**src/design/obwb_pkg.sv**
```systemverilog
// ----------------------------------------------------------------------------
// obwb_pkg: shared types and constants for the world bounds block
// Register indexes, field widths and controller/datapath command struct.
// ----------------------------------------------------------------------------
package obwb_pkg;

    localparam int COORD_WIDTH_DEF = 32;
    localparam int OFF_W  = 32;
    localparam int HEXT_W = 31;
    localparam int POS_W  = 32;
    localparam int QUAT_W = 16;
    localparam int ROT_W  = 16;
    localparam int OUT_W  = 32;
    localparam int CFG_IDX_W = 3;
    localparam int CFG_DATA_W = 32;

    localparam logic [CFG_IDX_W-1:0] REG_POS_X  = 3'd0;
    localparam logic [CFG_IDX_W-1:0] REG_POS_Y  = 3'd1;
    localparam logic [CFG_IDX_W-1:0] REG_POS_Z  = 3'd2;
    localparam logic [CFG_IDX_W-1:0] REG_QUAT_W = 3'd3;
    localparam logic [CFG_IDX_W-1:0] REG_QUAT_X = 3'd4;
    localparam logic [CFG_IDX_W-1:0] REG_QUAT_Y = 3'd5;
    localparam logic [CFG_IDX_W-1:0] REG_QUAT_Z = 3'd6;

    typedef struct packed {
        logic       load;      // capture the input transaction
        logic       mac;       // run one multiply-accumulate step
        logic [1:0] col;       // matrix column for this step
        logic       fold;      // fold projected bounds into the running min/max
        logic       emit;      // copy running min/max to output, then reset them
        logic       clear;     // reset running min/max
    } t_dp_cmd;

    typedef struct packed {
        logic last_box;
    } t_dp_stat;

endpackage

```
**src/design/obwb_ctrl.sv**
```systemverilog
// ----------------------------------------------------------------------------
// obwb_ctrl: box sequencer
// Accepts a box, steps three multiply columns, folds, and emits on last.
// ----------------------------------------------------------------------------
module obwb_ctrl import obwb_pkg::*; (
    input  logic     i_clk,
    input  logic     i_rst_n,
    input  logic     i_in_valid,
    output logic     o_in_ready,
    output logic     o_out_valid,
    input  logic     i_out_ready,
    input  logic     i_hold,
    input  t_dp_stat i_stat,
    output t_dp_cmd  o_cmd
);
    localparam logic [2:0] S_IDLE = 3'd0;
    localparam logic [2:0] S_MAC  = 3'd1;
    localparam logic [2:0] S_FOLD = 3'd2;
    localparam logic [2:0] S_EMIT = 3'd3;

    logic [2:0] r_state, n_state;
    logic [1:0] r_col, n_col;
    logic       r_ovalid, n_ovalid;

    always_comb begin
        n_state  = r_state;
        n_col    = r_col;
        n_ovalid = r_ovalid && !i_out_ready;
        o_cmd    = '0;
        o_cmd.col = r_col;
        // hold input while the rotation matrix is rebuilt
        o_in_ready = (r_state == S_IDLE) && !i_hold;
        case (r_state)
            S_IDLE: if (i_in_valid && !i_hold) begin
                o_cmd.load = 1'b1; n_state = S_MAC; n_col = '0;
            end
            S_MAC: begin
                o_cmd.mac = 1'b1;
                n_col = r_col + 2'd1;
                if (r_col == 2'd2) n_state = S_FOLD;
            end
            S_FOLD: begin
                o_cmd.fold = 1'b1;
                n_state = i_stat.last_box ? S_EMIT : S_IDLE;
            end
            S_EMIT: begin
                // hold until the output register is free
                if (!r_ovalid || i_out_ready) begin
                    o_cmd.emit = 1'b1; n_ovalid = 1'b1; n_state = S_IDLE;
                end
            end
            default: n_state = S_IDLE;
        endcase
    end

    always_ff @(posedge i_clk) begin
        if (!i_rst_n) begin
            r_state <= S_IDLE; r_col <= '0; r_ovalid <= 1'b0;
        end else begin
            r_state <= n_state; r_col <= n_col; r_ovalid <= n_ovalid;
        end
    end

    assign o_out_valid = r_ovalid;
endmodule

```
**config.mk**
```make
export PLATFORM = sky130hd
export DESIGN_NAME = obwb_ctrl
export DESIGN_NICKNAME = d
export VERILOG_FILES = /design/src/design/obwb_pkg.sv /design/src/design/obwb_ctrl.sv
export SDC_FILE = /design/constraint.sdc
export NUM_CORES = 1
export LEC_CHECK = 0
export BUFFER_PORTS_ARGS = -buffer_cell sky130_fd_sc_hd__buf_2
export CAP_MARGIN = 20
export CORE_AREA = 4 4 41 43
export CTS_CLUSTER_SIZE = 16
export DETAILED_ROUTE_END_ITERATION = 8
export DIE_AREA = 0 0 45 47
export HOLD_SLACK_MARGIN = 0.1
export SYNTH_ARGS = -nofsm -noshare
export SYNTH_HDL_FRONTEND = slang
export SYNTH_SLANG_ARGS = --single-unit
```
**constraint.sdc**
```tcl
create_clock -name i_clk -period 1.3 [get_ports i_clk]
set_clock_uncertainty 0.15 [all_clocks]
set_input_delay 0.065 -clock i_clk [delete_from_list [all_inputs] [get_ports i_clk]]
set_output_delay 0.065 -clock i_clk [all_outputs]
set_load 0.01 [all_outputs]
```
**After elaboration in Yosys (flattened, before gate mapping)**

Cells that the tools add are included.

- Bits in latches: 0
- Register bits after elaboration: 6
- Memory bits (writable): 0
- Input bits: 6
- Memories kept: 0
- ROM bits: 0

- Shifts and indexed selects: 0
- Reductions and logical operators: 11
- Div/mod/pow operators: 0
- Mux-type cells: 15
- Bitwise logic cells: 0
- Magnitude comparators: 0
- Add/subtract/negate cells: 1
- Eq/ne operators: 7
- Multipliers: 0

Operators by type and width:

| cell | number |
|---|---|
| $pmux W3 S4 | 1 |
| $mux W3 | 3 |
| $mux W1 | 8 |
| $eq A3 B2 Y1 const B | 2 |
| $mux W2 | 2 |
| $ne A2 B2 Y1 const B | 2 |
| $pmux W2 S2 | 1 |
| $eq A3 B1 Y1 const B | 1 |
| $logic_and A1 B1 Y1 | 3 |
| $logic_not A1 Y1 | 3 |
| $logic_not A3 Y1 | 1 |
| $reduce_and A3 Y1 | 1 |
| $add A2 B1 Y2 const B | 1 |
| $eq A2 B2 Y1 const B | 1 |
| $ne A2 B1 Y1 const B | 1 |
| $reduce_and A2 Y1 | 1 |
| $reduce_bool A2 Y1 | 1 |
| $logic_or A1 B1 Y1 | 1 |

**Longest topological paths before layout**

Gate-level depths: netlist of run 1.

- Word-level depth: 4
- Mapped depth: 5
- Depth with buffers taken out: 5

**Worst setup path after synthesis of run 1**

OpenSTA, ideal clock, no wires.

- Path kind: reg2reg
- Start: register r_col[0]
- End: register r_state[0]
- Path slack: 0.105 ns
- Data arrival time: 0.972 ns
- Stages on the path, launching flop included: 6
- Clock period less this slack: 1.195 ns
- Path buffers: 0
- Path through: dfxtp_1 inv_1 ha_1 o21ai_0 a21oi_1 nor3_2

- Longest elaborated chain between the ends: 3

RTL lines:

| element | RTL line | source |
|---|---|---|
| start: declaration | obwb_ctrl.sv:22 | `logic [1:0] r_col, n_col;` |
| start signal: assignment | obwb_ctrl.sv:60 | `r_state <= n_state; r_col <= n_col; r_ovalid <= n_ovalid;` |
| $eq A2 B2 Y1 | obwb_ctrl.sv:40 | `if (r_col == 2'd2) n_state = S_FOLD;` |
| $ne A2 B2 Y1 (no line) | n/a |  |
| $reduce_and A3 Y1 (no line) | n/a |  |
| end signal: assignment | obwb_ctrl.sv:60 |  |
| end: declaration | obwb_ctrl.sv:21 | `logic [2:0] r_state, n_state;` |

No other way between the ends.
A chain may end at the register's enable or synchronous reset.

==> results of run 1 <==
[sequential cells by signal, indices dropped and copies added, names as in the netlist]
signal,cells
r_col,2
r_state,2
o_out_valid,1
[timing repair]
action                                  CTS  global route
endpoints found under the setup margin    4             3
hold buffers                              4             0
pin swaps                                 0             1
endpoints found under the hold margin     5             0
resized for setup                         3             5
buffers inserted                          1             1
[logic make-up (layout without fill, tap and decap cells)]
family | after synthesis | after routing | share of synthesized area
AOI/OAI and AO/OA | 11 | 11 | 0.228
adders and majority gates | 1 | 1 | 0.0400
buffers and inverters | 6 | 27 | 0.132
DFF | 5 | 5 | 0.320
other | 1 | 1 | 0.0120
and+or+nand+nor | 14 | 14 | 0.268
[final timing paths]
kind	endpoint	slack (ps)	depth (start not counted)
hold / removal	r_state[0]$_SDFFE_PN0P_	90	4
hold reg to reg	r_col[0]$_SDFFE_PN0P_	290	1
setup / recovery	o_cmd[1]	40	5
setup reg to reg	r_state[0]$_SDFFE_PN0P_	130	5
[area by class of cell]
class                   instances  area, sq um
flip-flops and latches          5          109
repair buffers                 20          128
inverters                       3         11.3
clock buffers                   4         26.3
well taps                      15         18.8
multi-input cells              27          189
fillers                       143          820
[worst reg2reg max path, stage by stage, from the launching register on]
cell and delay (ps):
dfxtp_2 340, inv_1 50, ha_1 210, o21ai_0 150
a21oi_1 70, nor3_2 140
[routing by layer]
metal  up-vias  share of wire  global-route usage
met5         -              0                   0
met4         0              0              0.0175
met3         0          0.076              0.0690
met2        12           0.46               0.124
met1       154           0.46               0.103
li1        167              -                   -
[Yosys cell counts, drive strengths merged]
library cell | count | share of area
conb | 1 | 0.012
inv | 3 | 0.036
nand2 | 4 | 0.048
a21oi | 6 | 0.11
o21a | 1 | 0.024
ha | 1 | 0.040
nand2b | 1 | 0.020
dfxtp | 5 | 0.32
and2b | 1 | 0.024
nor2b | 2 | 0.064
buf | 3 | 0.096
nand3b | 1 | 0.024
nor3 | 3 | 0.064
a311oi | 1 | 0.048
nor2 | 2 | 0.024
o21ai | 3 | 0.048
[power breakdown]
part	switching [mW]	leakage (nW)	internal, mW
clock	0.0671	0.0150	0.116
sequential	0.00847	0.0425	0.159
combinational	0.0378	0.170	0.0428
[metrics by stage]
step | cell area, sq um | util | instances | hold WS (ps) | setup WS, ps
3_5_place_dp | 382 | 0.293 | 65 | 205 | 95.5
3_3_place_gp | 382 | 0.293 | 65 | 192 | 122
5_1_grt | 482 | 0.370 | 74 | 114 | 1.38
4_1_cts | 460 | 0.354 | 74 | 105 | 12.0
2_1_floorplan | 313 | - | 38 | 26.7 | 105
6_report | 482 | 0.370 | 74 | 86.5 | 39.4
==> summary.md, run 1 <==
| Metric | Value |
|---|---|
| Status | `finished clean` |
| Global-route wire length before repair | `1.27 mm` |
| Nature of the critical path endpoint | `output port` |
| Routed Antenna Nets | `0` |
| Final Max Tran Viols | `0` |
| FF+latch count, synth | `5` |
| Initial antenna violation count | `0` |
| Clk sinks | `5` |
| IO buf count | `13` |
| GRT overflow | `0` |
| Inserted Clock Buffers | `3` |
| Final Cycle Share | `0.970` |
| Most frequent cells in the layout | `buf_2, a21oi_1, nand2_1, dlygate4sd3_1` |
| Hold_sp | `i_hold` |
| Min-Delay Path Class | `in -> reg` |
| Worst endpoint data arrival time | `approximately 1100 ps` |
| Critical path fanouts, max | `4` |
| Bufs and invs on worst path | `3` |
| Clk slew on worst S/H paths | `approximately 50 ps` |
| Final Hold Viols | `0` |
| Drt via density | `4.50` |
| FMAX | `about 0.79 GHz` |
| Sequential cell area fraction in the yosys report | `0.320` |
| WS Path Type | `in -> out` |
| Clock Latency Late Sink | `approximately 250 ps` |
| DR WL/cell | `9.73 um` |
| Worst setup SP type | `input pin` |
| Cell mode on critical path | `buf_2` |
| Commonest non-fill, non-tap cell in the layout | `buf_2` |
| Die height | `between 40 and 50 um` |
| Inserted Diodes | `0` |
| TNS Setup | `0 ps` |
| R2R Path Start | `r_col[0]$_SDFFE_PN0P_` |
| Max-Cap Viols | `0` |
| CP max stage delay | `between 500 and 600 ps` |
| Pwr/cell area | `approximately 890 nW/um^2` |
| Initial DRC count | `3` |
| RSZ-0062 raised after global routing | `false` |
| # DRC | `0` |
| Final setup viols | `0` |
| P&R area growth vs syn | `54.0%` |
| Via count | `333` |
| Synth Net Count | `between 40 and 50` |
| Vias in the first global route | `308` |
| CTS Root Cell | `clkbuf_4` |
| Detailed placement HPWL | `roughly 500 um` |
| Total Power | `431 uW` |
| Die width | `between 40 and 50 um` |
| Syn Area/Cell | `8.23 sq um` |
| Post-synthesis cell area | `313 sq um` |
| Pleak | `between 0.2 and 0.25 nW` |
| Yosys warning total | `0` |
| Number of nets in the layout | `67` |
| Synth unique cells | `22` |
| Io pins | `15` |
| Crit-path leading delay family | `buffers and inverters` |
| Share of layout cells above drive strength 1 | `0.508` |
| Tmin final | `1260 ps` |
| GP Congestion | `just over 0.7` |
| Worst-path cell chain | `dlygate4sd3_1 -> buf_2 -> nor2b_4 -> nor2_1 -> buf_2` |
| CTS Buffer Depth | `2` |
| CTS tree | `built` |
| Mapped Cells | `38` |
| FP Rows | `13` |
| Critical Path RT | `1090 ps` |
| Initial core utilization | `0.240` |
| Crit path launch | `i_out_ready` |
| GRT Overall Usage | `0.0870` |
| H-tree levels | `1` |
| Worst VDD drop | `between 0.0004 and 0.0005 V` |
| Die ar. | `around 2100 sq um` |
| Core area | `around 1300 sq um` |
| Slowest CP cell | `dlygate4sd3_1` |
| DRT Pass-1 Iters | `2` |
| Largest net degree at the start of global routing | `10` |
| Drt total wl | `around 720 um` |
(Power assumes the default switching activity.)
==> run 2: changes to the inputs <==
Settings changed: BUFFER_PORTS_ARGS -buffer_cell sky130_fd_sc_hd__buf_2 to unset, DONT_BUFFER_PORTS set to 1.
==> run 2 against run 1 <==
Effect of this change: critical path depth decreased by 2; critical path type unchanged; worst setup slack improved by 17 ps; combinational power down 19%; via count decreased by 12%; highest routed layer unchanged; total power is 3.6% lower; count of clock-buffer cells in the layout unchanged; register-to-register slack about the same; sequential share of layout area increased by 1.8 points; core utilization fell by 3.9 points; flip-flop and latch count did not move; worst hold slack gained 320 ps; clock power about the same.
==> summary.md, run 2 (synthesis gave the netlist of run 1 again) <==
| Metric | Value |
|---|---|
| Final setup viols | `0 (unchanged)` |
| Drt via density | `4.59 (+2.1%)` |
| Max-Cap Viols | `0 (unchanged)` |
| P&R area growth vs syn | `37.6%` |
| WS Path Type | `in -> out` |
| CTS Root Cell | `clkbuf_4` |
| Die height | `47 um (unchanged)` |
| Worst VDD drop | `0.000420 V (-13%)` |
| GRT Overall Usage | `0.0743 (-0.0127)` |
| Multi-input combinational cell area | `181 sq um (-4.0%)` |
| Initial DRC count | `5 (+2)` |
| Initial antenna violation count | `0 (unchanged)` |
| IO buf count | `0 (-13)` |
| Fill cells | `147 (+2.8%)` |
| Clk slew on worst S/H paths | `40 ps (about the same)` |
| GP Congestion | `0.817 (+15%)` |
| Global-route wire length before repair | `1.10 mm (-13%)` |
| Critical Path RT | `1090 ps (about the same)` |
| Final Cycle Share | `0.957 (-0.0128)` |
| Worst endpoint data arrival time | `1030 ps (-20 ps)` |
| Worst-path cell chain | `dlygate4sd3_1 -> nand2b_1 -> nor3_2` |
| # DRC | `0 (unchanged)` |
| Inserted Diodes | `0 (unchanged)` |
| Pwr/cell area | `965 nW/um^2 (+7.9%)` |
| FP Rows | `13 (unchanged)` |
| Most frequent cells in the layout | `a21oi_1, dlygate4sd3_1, buf_4, nand2_1` |
| Clock Latency Late Sink | `240 ps (about the same)` |
| Inserted Clock Buffers | `3 (unchanged)` |
| FF+latch area | `105 sq um (-3.4%)` |
| Via count | `294 (-12%)` |
| Hold Slack | `409 ps (+322 ps)` |
| FMAX | `0.804 GHz (+1.3%)` |
| DRT Pass-1 Iters | `3 (+1)` |
| Drt total wl | `646 um (-10%)` |
| Final Hold Viols | `0 (unchanged)` |
| Routed Antenna Nets | `0 (unchanged)` |
| Initial core utilization | `0.240 (unchanged)` |
| Pleak | `0.177 nW (-22%)` |
| Largest net degree at the start of global routing | `12 (+2)` |
| Die width | `45 um (unchanged)` |
| CTS Buffer Depth | `2 (unchanged)` |
| Vias in the first global route | `274 (-11%)` |
| DR WL/cell | `10.1 um (+3.7%)` |
| Number of nets in the layout | `57 (-15%)` |
| TNS Setup | `0 ps (unchanged)` |
| Worst setup SP type | `input pin` |
| Final Max Tran Viols | `0 (unchanged)` |
| CTS tree | `built` |
| Core area | `1300 sq um (unchanged)` |
| Slowest CP cell | `dlygate4sd3_1` |
| H-tree levels | `1 (unchanged)` |
| Clk sinks | `5 (unchanged)` |
| CP max stage delay | `560 ps (+30 ps)` |
| GRT overflow | `0 (unchanged)` |
| Io pins | `15 (unchanged)` |
| Critical path fanouts, max | `3 (-1)` |
| # Post-CTS Setup Buffers | `0 (-1)` |
| Tmin final | `1240 ps (-16.6 ps)` |
| Min-Delay Path Class | `reg -> reg` |
| Nature of the critical path endpoint | `output port` |
| Die ar. | `2120 sq um (unchanged)` |
| Share of layout cells above drive strength 1 | `0.347 (-0.162)` |
| Status | `finished clean` |
| RSZ-0062 raised after global routing | `false` |
-- run 2: worst max-delay path, delay by kind of cell --
| kind | cells | cell delay [ps] |
|---|---|---|
| simple gates | 2 | 400 |
| buf+inv | 1 | 560 |
-- run 2: stage by stage --
step	cell area, sq um	total power [mW]	utilization	std cells	worst slack (ps)
after global placement	339	0.220	0.261	55	151
after global routing	430	0.452	0.331	64	19.4
after CTS	428	0.430	0.329	64	40.9
after detailed placement	339	0.220	0.261	55	141
final	430	0.415	0.331	64	56.0
after floorplan	313	0.212	-	38	105
-- run 2: area by class of cell --
cell class	instances	share of cell area
Clock buffer	4	0.0610
Timing Repair Buffer	10	0.203
Tap cell	15	0.0436
Inverter	3	0.0262
Sequential cell	5	0.244
Multi-Input combinational cell	27	0.422
-- run 2: final timing paths --
path | start | to | slack, ps | cells after the start
max | i_hold | o_cmd[6] | 60 | 3
min | r_col[0]$_SDFFE_PN0P_ | r_col[0]$_SDFFE_PN0P_ | 410 | 2
max reg2reg | r_col[0]$_SDFFE_PN0P_ | r_state[0]$_SDFFE_PN0P_ | 130 | 5
min reg2reg | r_col[0]$_SDFFE_PN0P_ | r_col[0]$_SDFFE_PN0P_ | 410 | 2
-- run 2: repair_timing --
| item | in CTS | in global routing |
|---|---|---|
| hold buffers | 5 | 0 |
| gates cloned | 0 | 0 |
| gates resized for setup | 4 | 1 |
| setup endpoints to repair | 4 | 1 |
| hold endpoints to repair | 6 | 0 |
-- run 2: power breakdown --
group / switching (mW) / internal, mW
Combinational: 0.0328 / 0.0323
Sequential: 0.00966 / 0.160
Clock: 0.0645 / 0.116
-- run 2: routing by layer --
metal | global-route usage | vias to the layer above | part of all wire
met5 | 0 | - | 0
met4 | 0.0175 | 0 | 0
met3 | 0.0613 | 0 | 0.11
met2 | 0.102 | 10 | 0.46
met1 | 0.0888 | 136 | 0.43
li1 | - | 148 | -
