==> src/design/obwb_pkg.sv <==
// ----------------------------------------------------------------------------
// obwb_pkg: shared types and constants for the world bounds block
// Register indexes, field widths and controller/datapath command struct.
// ----------------------------------------------------------------------------
package obwb_pkg;

    localparam int COORD_WIDTH_DEF = 32;
    localparam int OFF_W  = 32;
    localparam int HEXT_W = 31;
    localparam int POS_W  = 32;
    localparam int QUAT_W = 16;
    localparam int ROT_W  = 16;
    localparam int OUT_W  = 32;
    localparam int CFG_IDX_W = 3;
    localparam int CFG_DATA_W = 32;

    localparam logic [CFG_IDX_W-1:0] REG_POS_X  = 3'd0;
    localparam logic [CFG_IDX_W-1:0] REG_POS_Y  = 3'd1;
    localparam logic [CFG_IDX_W-1:0] REG_POS_Z  = 3'd2;
    localparam logic [CFG_IDX_W-1:0] REG_QUAT_W = 3'd3;
    localparam logic [CFG_IDX_W-1:0] REG_QUAT_X = 3'd4;
    localparam logic [CFG_IDX_W-1:0] REG_QUAT_Y = 3'd5;
    localparam logic [CFG_IDX_W-1:0] REG_QUAT_Z = 3'd6;

    typedef struct packed {
        logic       load;      // capture the input transaction
        logic       mac;       // run one multiply-accumulate step
        logic [1:0] col;       // matrix column for this step
        logic       fold;      // fold projected bounds into the running min/max
        logic       emit;      // copy running min/max to output, then reset them
        logic       clear;     // reset running min/max
    } t_dp_cmd;

    typedef struct packed {
        logic last_box;
    } t_dp_stat;

endpackage

==> src/design/obwb_if.sv <==


interface obwb_cfg_if import obwb_pkg::*; ();
    logic                   valid;
    logic                   ready;
    logic [CFG_IDX_W-1:0]   index;
    logic [CFG_DATA_W-1:0]  data;
    modport source (output valid, index, data, input ready);
    modport sink   (input valid, index, data, output ready);
endinterface

==> src/design/obwb_rot.sv <==
// ----------------------------------------------------------------------------
// obwb_rot: pose registers and rotation matrix builder
// Holds position and quaternion; rebuilds the Q1.14 matrix after a
// quaternion write with one shared multiplier.
// ----------------------------------------------------------------------------
module obwb_rot import obwb_pkg::*; (
    input  logic                    i_clk,
    input  logic                    i_rst_n,
    obwb_cfg_if.sink                cfg,
    output logic signed [POS_W-1:0] o_pos [3],
    output logic signed [ROT_W-1:0] o_rot [9],
    output logic                    o_busy
);
    logic signed [POS_W-1:0]  r_pos [3];
    logic signed [QUAT_W-1:0] r_q [4];   // w, x, y, z
    logic signed [ROT_W-1:0]  r_rot [9];
    logic signed [31:0]       r_prod [9];
    logic [3:0]               r_step;
    logic                     r_busy;
    logic signed [QUAT_W-1:0] mul_a, mul_b;
    logic signed [31:0]       prod;

    // products: ww? no. list: yy zz xy wz xz wy xx yz wx, step 9 writes matrix
    always_comb begin
        case (r_step)
            4'd0: begin mul_a = r_q[2]; mul_b = r_q[2]; end
            4'd1: begin mul_a = r_q[3]; mul_b = r_q[3]; end
            4'd2: begin mul_a = r_q[1]; mul_b = r_q[2]; end
            4'd3: begin mul_a = r_q[0]; mul_b = r_q[3]; end
            4'd4: begin mul_a = r_q[1]; mul_b = r_q[3]; end
            4'd5: begin mul_a = r_q[0]; mul_b = r_q[2]; end
            4'd6: begin mul_a = r_q[1]; mul_b = r_q[1]; end
            4'd7: begin mul_a = r_q[2]; mul_b = r_q[3]; end
            4'd8: begin mul_a = r_q[0]; mul_b = r_q[1]; end
            default: begin mul_a = '0; mul_b = '0; end
        endcase
        prod = mul_a * mul_b;
    end

    function automatic logic signed [ROT_W-1:0] rnd(input logic signed [35:0] v);
        logic signed [35:0] t;
        t = (v + 36'sd8192) >>> 14;
        if (t > 36'sd32767) return 16'sh7fff;
        if (t < -36'sd32768) return 16'sh8000;
        return t[15:0];
    endfunction

    logic signed [35:0] p [9];
    always_comb begin
        for (int k = 0; k < 9; k++) p[k] = 36'(r_prod[k]);
    end

    assign cfg.ready = !r_busy;

    always_ff @(posedge i_clk) begin
        if (!i_rst_n) begin
            r_busy <= 1'b0;
            r_step <= '0;
            for (int k = 0; k < 3; k++) r_pos[k] <= '0;
            r_q[0] <= 16'sd16384;
            r_q[1] <= '0; r_q[2] <= '0; r_q[3] <= '0;
            for (int k = 0; k < 9; k++)
                r_rot[k] <= (k == 0 || k == 4 || k == 8) ? 16'sd16384 : 16'sd0;
        end else if (r_busy) begin
            if (r_step == 4'd9) begin
                r_busy <= 1'b0;
                r_rot[0] <= rnd(36'sd268435456 - 2 * (p[0] + p[1]));
                r_rot[1] <= rnd(2 * (p[2] - p[3]));
                r_rot[2] <= rnd(2 * (p[4] + p[5]));
                r_rot[3] <= rnd(2 * (p[2] + p[3]));
                r_rot[4] <= rnd(36'sd268435456 - 2 * (p[6] + p[1]));
                r_rot[5] <= rnd(2 * (p[7] - p[8]));
                r_rot[6] <= rnd(2 * (p[4] - p[5]));
                r_rot[7] <= rnd(2 * (p[7] + p[8]));
                r_rot[8] <= rnd(36'sd268435456 - 2 * (p[6] + p[0]));
            end else begin
                r_prod[r_step] <= prod;
                r_step <= r_step + 4'd1;
            end
        end else if (cfg.valid) begin
            case (cfg.index)
                REG_POS_X: r_pos[0] <= cfg.data;
                REG_POS_Y: r_pos[1] <= cfg.data;
                REG_POS_Z: r_pos[2] <= cfg.data;
                REG_QUAT_W, REG_QUAT_X, REG_QUAT_Y, REG_QUAT_Z: begin
                    r_q[2'(cfg.index - REG_QUAT_W)] <= cfg.data[QUAT_W-1:0];
                    r_busy <= 1'b1;
                    r_step <= '0;
                end
                default: ;
            endcase
        end
    end

    assign o_pos  = r_pos;
    assign o_rot  = r_rot;
    assign o_busy = r_busy;
endmodule

==> src/flat_wrapper.sv <==
// flat-port wrapper written by rule: the top's interface ports become plain ports
module obwb_rot_flat import obwb_pkg::*;
  (i_clk, i_rst_n, o_pos, o_rot, o_busy, cfg_valid, cfg_index, cfg_data, cfg_ready);
  obwb_cfg_if cfg_i ();
  input  logic i_clk;
  input  logic i_rst_n;
  output logic signed [POS_W-1:0] o_pos[3];
  output logic signed [ROT_W-1:0] o_rot[9];
  output logic o_busy;
  input wire logic [$bits(cfg_i.valid)-1:0] cfg_valid;
  input wire logic [$bits(cfg_i.index)-1:0] cfg_index;
  input wire logic [$bits(cfg_i.data)-1:0] cfg_data;
  output wire logic [$bits(cfg_i.ready)-1:0] cfg_ready;
  assign cfg_i.valid = cfg_valid;
  assign cfg_i.index = cfg_index;
  assign cfg_i.data = cfg_data;
  assign cfg_ready = cfg_i.ready;
  obwb_rot u_core (.i_clk(i_clk), .i_rst_n(i_rst_n), .cfg(cfg_i), .o_pos(o_pos), .o_rot(o_rot), .o_busy(o_busy));
endmodule
==> config.mk <==
export PLATFORM = sky130hd
export DESIGN_NAME = obwb_rot_flat
export DESIGN_NICKNAME = d
export VERILOG_FILES = /design/src/design/obwb_pkg.sv /design/src/design/obwb_if.sv /design/src/design/obwb_rot.sv /design/src/flat_wrapper.sv
export SDC_FILE = /design/constraint.sdc
export NUM_CORES = 2
export LEC_CHECK = 0
export BUFFER_PORTS_ARGS = -buffer_cell sky130_fd_sc_hd__buf_4
export CORE_MARGIN = 1
export CORE_UTILIZATION = 36
export CTS_CLUSTER_SIZE = 10
export DETAILED_ROUTE_END_ITERATION = 7
export GPL_TIMING_DRIVEN = 0
export SYNTH_ARGS = -nofsm -noshare
export SYNTH_HDL_FRONTEND = slang
export SYNTH_SLANG_ARGS = --single-unit
==> constraint.sdc <==
create_clock -name i_clk -period 18.5 [get_ports i_clk]
set_input_delay 3.7 -clock i_clk [delete_from_list [all_inputs] [get_ports i_clk]]
set_output_delay 3.7 -clock i_clk [all_outputs]
set_load 0.01 [all_outputs]
## Word-level counts from Yosys, hierarchy flattened

Memories as Yosys holds them, arrays and structs flattened.
Cells that the tools add are included.

- $add $sub $neg: 23
- $mul: 1
- $lt $le $gt $ge: 18
- Eq/ne operators: 16
- Mux-type cells: 137
- Bitwise operators: 1
- Reductions and logical operators: 18

Operators with widths:

| operator | number |
|---|---|
| 16-bit 2-to-1 mux | 37 |
| 34-bit by 15-bit adder with 35-bit output (second input constant) | 6 |
| 32-bit by 32-bit adder with 33-bit output | 6 |
| 22-bit by 16-bit > comparator with 1-bit output (second input constant) | 9 |
| 22-bit by 16-bit less-than comparator with 1-bit output (second input constant) | 9 |
| 36-bit by 15-bit adder with 36-bit output (second input constant) | 3 |
| 30-bit by 36-bit subtractor with 36-bit output (first input constant) | 3 |
| 32-bit by 32-bit subtractor with 33-bit output | 3 |
| 1-bit 2-to-1 mux | 93 |
| 16-bit one-hot mux with 4 select lines | 1 |
| 16-bit one-hot mux with 3 select lines | 1 |
| 16-bit by 16-bit multiplier with 32-bit output | 1 |
| 4-bit by 3-bit equality test with 1-bit output (second input constant) | 4 |
| 4-bit 2-to-1 mux | 4 |
| 16-bit OR reduction | 1 |
| 3-bit AND reduction | 4 |
| 3-bit equality test (second input constant) | 3 |
| 3-bit OR reduction | 3 |
| 4-bit by 2-bit equality test with 1-bit output (second input constant) | 2 |
| 4-bit equality test (second input constant) | 2 |
| 4-bit OR reduction | 2 |
| 3-bit by 2-bit equality test with 1-bit output (second input constant) | 2 |
| 4-bit by 1-bit adder with 4-bit output (second input constant) | 1 |
| 4-bit by 1-bit equality test with 1-bit output (second input constant) | 1 |
| other kinds (11) | 13 |

- Bits in registers: 245
- Memory bits (writable): 352
- Input port bits: 38
- Memories kept: 2

Memories:

| memory | words | width | rd ports | clocked after Yosys merged registers in | wr ports | line | source |
|---|---|---|---|---|---|---|---|
| u_core.r_prod | 9 | 32 | 9 | 0 | 1 | obwb_rot.sv:17 | `logic signed [31:0] r_prod [9];` |
| u_core.r_q | 4 | 16 | 4 | 0 | 4 | obwb_rot.sv:15 | `logic signed [QUAT_W-1:0] r_q [4];` |

## Longest topological paths before layout

- Depth after elaboration: 14
- Depth in mapped cells: 36
- Mapped depth without buffers: 34

## Worst setup path before layout

OpenSTA, ideal clock, no wires.

- Kind: reg-to-reg
- Start: reg u_core.r_step[0]
- End: mem u_core.r_prod[0][29], data pin
- Setup time: 0.243 ns
- Arrival time: 8.108 ns
- Required time: 18.257 ns
- Slack: 10.149 ns
- Stages on the path, launching flop included: 31
- Cell sequence: dfxtp_1 inv_1 ha_1 a211oi_1 nor2_1 clkbuf_1 a222oi_1 clkbuf_1 nor2_1 fa_1 inv_1 fa_1 fa_1 fa_1 inv_1 fa_1 inv_1 fa_1 inv_1 ha_1 inv_1 o21bai_1 a2111oi_0 or3_1 o311a_1 o31ai_1 nor4_1 nor3_1 a21o_1 a21oi_1 xnor2_1

- Longest elaborated chain between the ends: 4
- Elaborated cells on any way between the ends: 18
- Those cells by class: 1 x mul; 8 x eq/ne; 2 x mux; 7 x reduce/logical

RTL lines:

| element | line | source |
|---|---|---|
| from (decl) | obwb_rot.sv:18 | `logic [3:0] r_step;` |
| from (signal assigned) | obwb_rot.sv:78 | `r_step <= r_step + 4'd1;` |
| 4-bit by 1-bit equality test with 1-bit output, or another cell as far along | obwb_rot.sv:25 | `case (r_step)` |
| 4-bit OR reduction (no line), or another cell as far along | n/a |  |
| 16-bit one-hot mux with 3 select lines / 16-bit one-hot mux with 4 select lines (equally long branches) | obwb_rot.sv:25 |  |
| 16-bit by 16-bit multiplier with 32-bit output (*) | obwb_rot.sv:37 | `prod = mul_a * mul_b;` |
| net u_core.prod[29] | obwb_rot.sv:21 | `logic signed [31:0] prod;` |
| to (decl) | obwb_rot.sv:17 |  |

The timed path passes the listed nets; every way through them passes the cells marked *.

## Worst setup path in the final report

- Start: reg u_core.r_step[0]
- End: mem u_core.r_prod[4][27], data pin

The elaborated chain is that of the path after synthesis.

==> results_dict.tcl <==
set metrics [dict create \
    dr.first_iter.drc_count 2808 \
    syn2layout_area_growth_pct 15.03 \
    r2r-end "u_core.r_prod[4][27]$_DFFE_PP_" \
    layout_common_cells "nand2_1 (539), inv_1 (527), nor2_1 (436)" \
    wl_per_cell_microns 19.21 \
    io_pins 280 \
    final_cells 7254 \
    vias 38127 \
    worstRegToRegCells 28 \
    clock.fmax_mhz 95.28 \
    ant_nets 0 \
    whs_ps 450.0 \
    critPathCaptureType "register" \
    chipWidth_microns 362.7 \
    numPortBuffers 278 \
    cpMaxStageDelayCell "a222oi_1" \
    grt_pass1_vias 37758 \
    htreeDepth 3 \
    grt_usage 0.2104 \
    worst_slew_pin_slew_ps 1480 \
    ff2ff_setup_slack_ps 8010 \
    rows 131 \
    criticalPathCategory "reg2reg" \
    hpwl_microns 111800 \
    cts.repair.resized 0 \
    die_h_microns 362.7 \
    fin_worst_skew_ps 32.43 \
    hold_path.class "reg2reg" \
    r2r-start "u_core.r_step[0]$_SDFFE_PN0P_" \
    worstHoldStart "u_core.o_rot[12]$_SDFFE_PN0P_" \
    postSynthCellCount 5092 \
    syn_nets 5774 \
    required_ps 18830 \
    relSlewSlack 0.01340 \
    layout-drive-gt1-share 0.1012 \
    clk_latency_ps 670 \
    synth-main-ff-cell "edfxtp_1" \
    drt-total-wl_microns 139400 \
    synth-async-reset-ratio 0 \
    crit_fanout 10 \
    cts_hold_buffers 0 \
    setup-violations-final 0 \
    cts_tree "yes" \
    p_per_area_mw_per_mm2 180.5 \
    fin_nets 6158 \
    clock-root-buffer "clkbuf_16" \
    numCtsBuffers 73 \
    syn-cell-area_sq_mm 0.04683 \
    failed_checks "design-rule violations" \
    synth_edf_count 352 \
    grt_pass1_wl_microns 215900 \
    cts.sinks 597 \
    synth_warnings 0 \
    cts.clk_slew.worst_paths_ps 60 \
    ys_seq_elements 597 \
    seq_area_frac_synth 0.3305 \
    layout_min_cycle_time_ps 10490 \
    layout_commonest_cell "nand2_1" \
    startpoint_type "register" \
    cts.path.max_buffers 3 \
    startpoint "u_core.r_step[0]$_SDFFE_PN0P_" \
    postCtsSetupBuffers 0 \
    crit_end "u_core.r_prod[4][27]$_DFFE_PP_" \
    final-max-slew-violation-count 0 \
    utilization 0.4197 \
    rsz0062_at_grt "false" \
    avgSynthCellArea_sq_um 9.196 \
    ir_worst_vdd_v 0.0003224 \
    hold_viol 0 \
    grt_max_degree 33 \
    drv_cap 0 \
    synth.distinct_cells 105 \
    core_area_sq_mm 0.1283 \
    tns_ps 0 \
    place_congestion 0.9409 \
    fin_crit_sh 0.5673 \
    power.leakage_nw 22.44 \
    first_pass_iters 8 \
    crit_arrival_ps 10820 \
    start_util 0.3649 \
    dieArea_sq_mm 0.1315 \
    status "finished with violations" \
    vias_per_cell 5.256 \
    finalPower_mw 9.723 \
    grt.overflow.total 0 \
    cpPeakStageDelay_ps 1240 \
    post-place-cells 7127 \
    grt_antenna_before_repair 7 \
    nFillCells 12603 \
    drc 5 \
]
-- critical path, delay by kind of cell, from the launching register on --
kind                       cells  cell delay [ps]
AOI/OAI and AO/OA              6             2670
xor gates and xnor gates       1              750
adders and majority gates      8             3810
buffers and inverters          8             1130
DFF                            1              440
and+or+nand+nor                5             1350
-- cell usage after synthesis, types with 37 or more instances --
library cell / instances / area share
nand2_1: 539 / 0.043
clkbuf_1: 179 / 0.014
xnor2_1: 240 / 0.045
nand2b_1: 61 / 0.0081
o31ai_1: 37 / 0.0059
and3_1: 47 / 0.0063
nor3_1: 131 / 0.014
o21a_1: 41 / 0.0066
ha_1: 379 / 0.10
edfxtp_1: 352 / 0.23
a211oi_1: 49 / 0.0079
or2_2: 50 / 0.0067
o21ai_0: 159 / 0.017
and2_1: 89 / 0.012
a21oi_1: 354 / 0.038
nor2b_1: 52 / 0.0069
a21o_1: 79 / 0.013
xor2_1: 101 / 0.019
nand3_1: 73 / 0.0078
fa_1: 265 / 0.11
dfxtp_1: 245 / 0.10
nor2_1: 436 / 0.035
inv_1: 527 / 0.042
a221o_1: 46 / 0.0098
-- how the worst min path moves through the flow --
| stage | cells past startpoint | end |
|---|---|---|
| 2_1_floorplan | 2 | u_core.o_rot[143]$_SDFFE_PN0P_ |
| 4_1_cts | 2 | u_core.o_pos[22]$_SDFFE_PN0P_ |
| 6_report | 1 | u_core.o_rot[12]$_SDFFE_PN0P_ |
| 3_5_place_dp | 1 | u_core.o_rot[12]$_SDFFE_PN0P_ |
| 5_1_grt | 1 | u_core.o_rot[2]$_SDFFE_PN0P_ |
| 3_3_place_gp | 1 | u_core.o_rot[2]$_SDFFE_PN0P_ |
-- flip-flops by register name, indices dropped and copies added (netlist names) --
name           count
u_core.o_busy      1
u_core.o_pos      96
u_core.o_rot     144
u_core.r_prod    288
u_core.r_q        64
u_core.r_step      4
-- metrics by stage --
stage / worst slack, ps / area [sq um]
after floorplan: 10150 / 46830
after global placement: 5517 / 51080
after detailed placement: 8045 / 51600
after CTS: 8011 / 53840
after global routing: 7483 / 53870
final: 8005 / 53870
-- routing by layer --
| metal | track usage | part of all wire | vias up |
|---|---|---|---|
| met2 | 0.3484 | 0.46 | 1109 |
| met1 | 0.2733 | 0.44 | 18417 |
| met4 | 0.06759 | 0.030 | 0 |
| met5 | 0 | 0 | - |
| li1 | - | - | 18404 |
| met3 | 0.04316 | 0.067 | 197 |
-- logic make-up after synthesis --
group	after synthesis	synth area share
AND/OR/NAND/NOR	1681	0.1724
buffers and inverters	729	0.05977
AO/OA/AOI/OAI	1081	0.1545
flip-flops	597	0.3305
multiplexers	18	0.004302
adder cells (fa/ha/maj)	645	0.2148
XOR/XNOR	341	0.06378
-- report_power, final --
| group | switching (mW) | internal [mW] |
|---|---|---|
| registers | 0.0282 | 2.43 |
| clock network | 0.570 | 0.809 |
| logic | 3.99 | 1.90 |
| total | 4.59 | 5.14 |
-- area by class of cell --
cell class | instances | area (sq um) | share of cell area
clock buffer | 111 | 2062 | 0.03828
timing repair buffer | 309 | 2467 | 0.04580
multi-input combinational | 3766 | 28720 | 0.5331
tap | 1729 | 2163 | 0.04016
clock inverter | 12 | 180.2 | 0.003345
antenna | 1 | 2.502 | 0.00004645
sequential | 597 | 15470 | 0.2873
buffer | 200 | 814.5 | 0.01512
inverter | 529 | 1986 | 0.03686
Power figures use the tool's default switching activity.
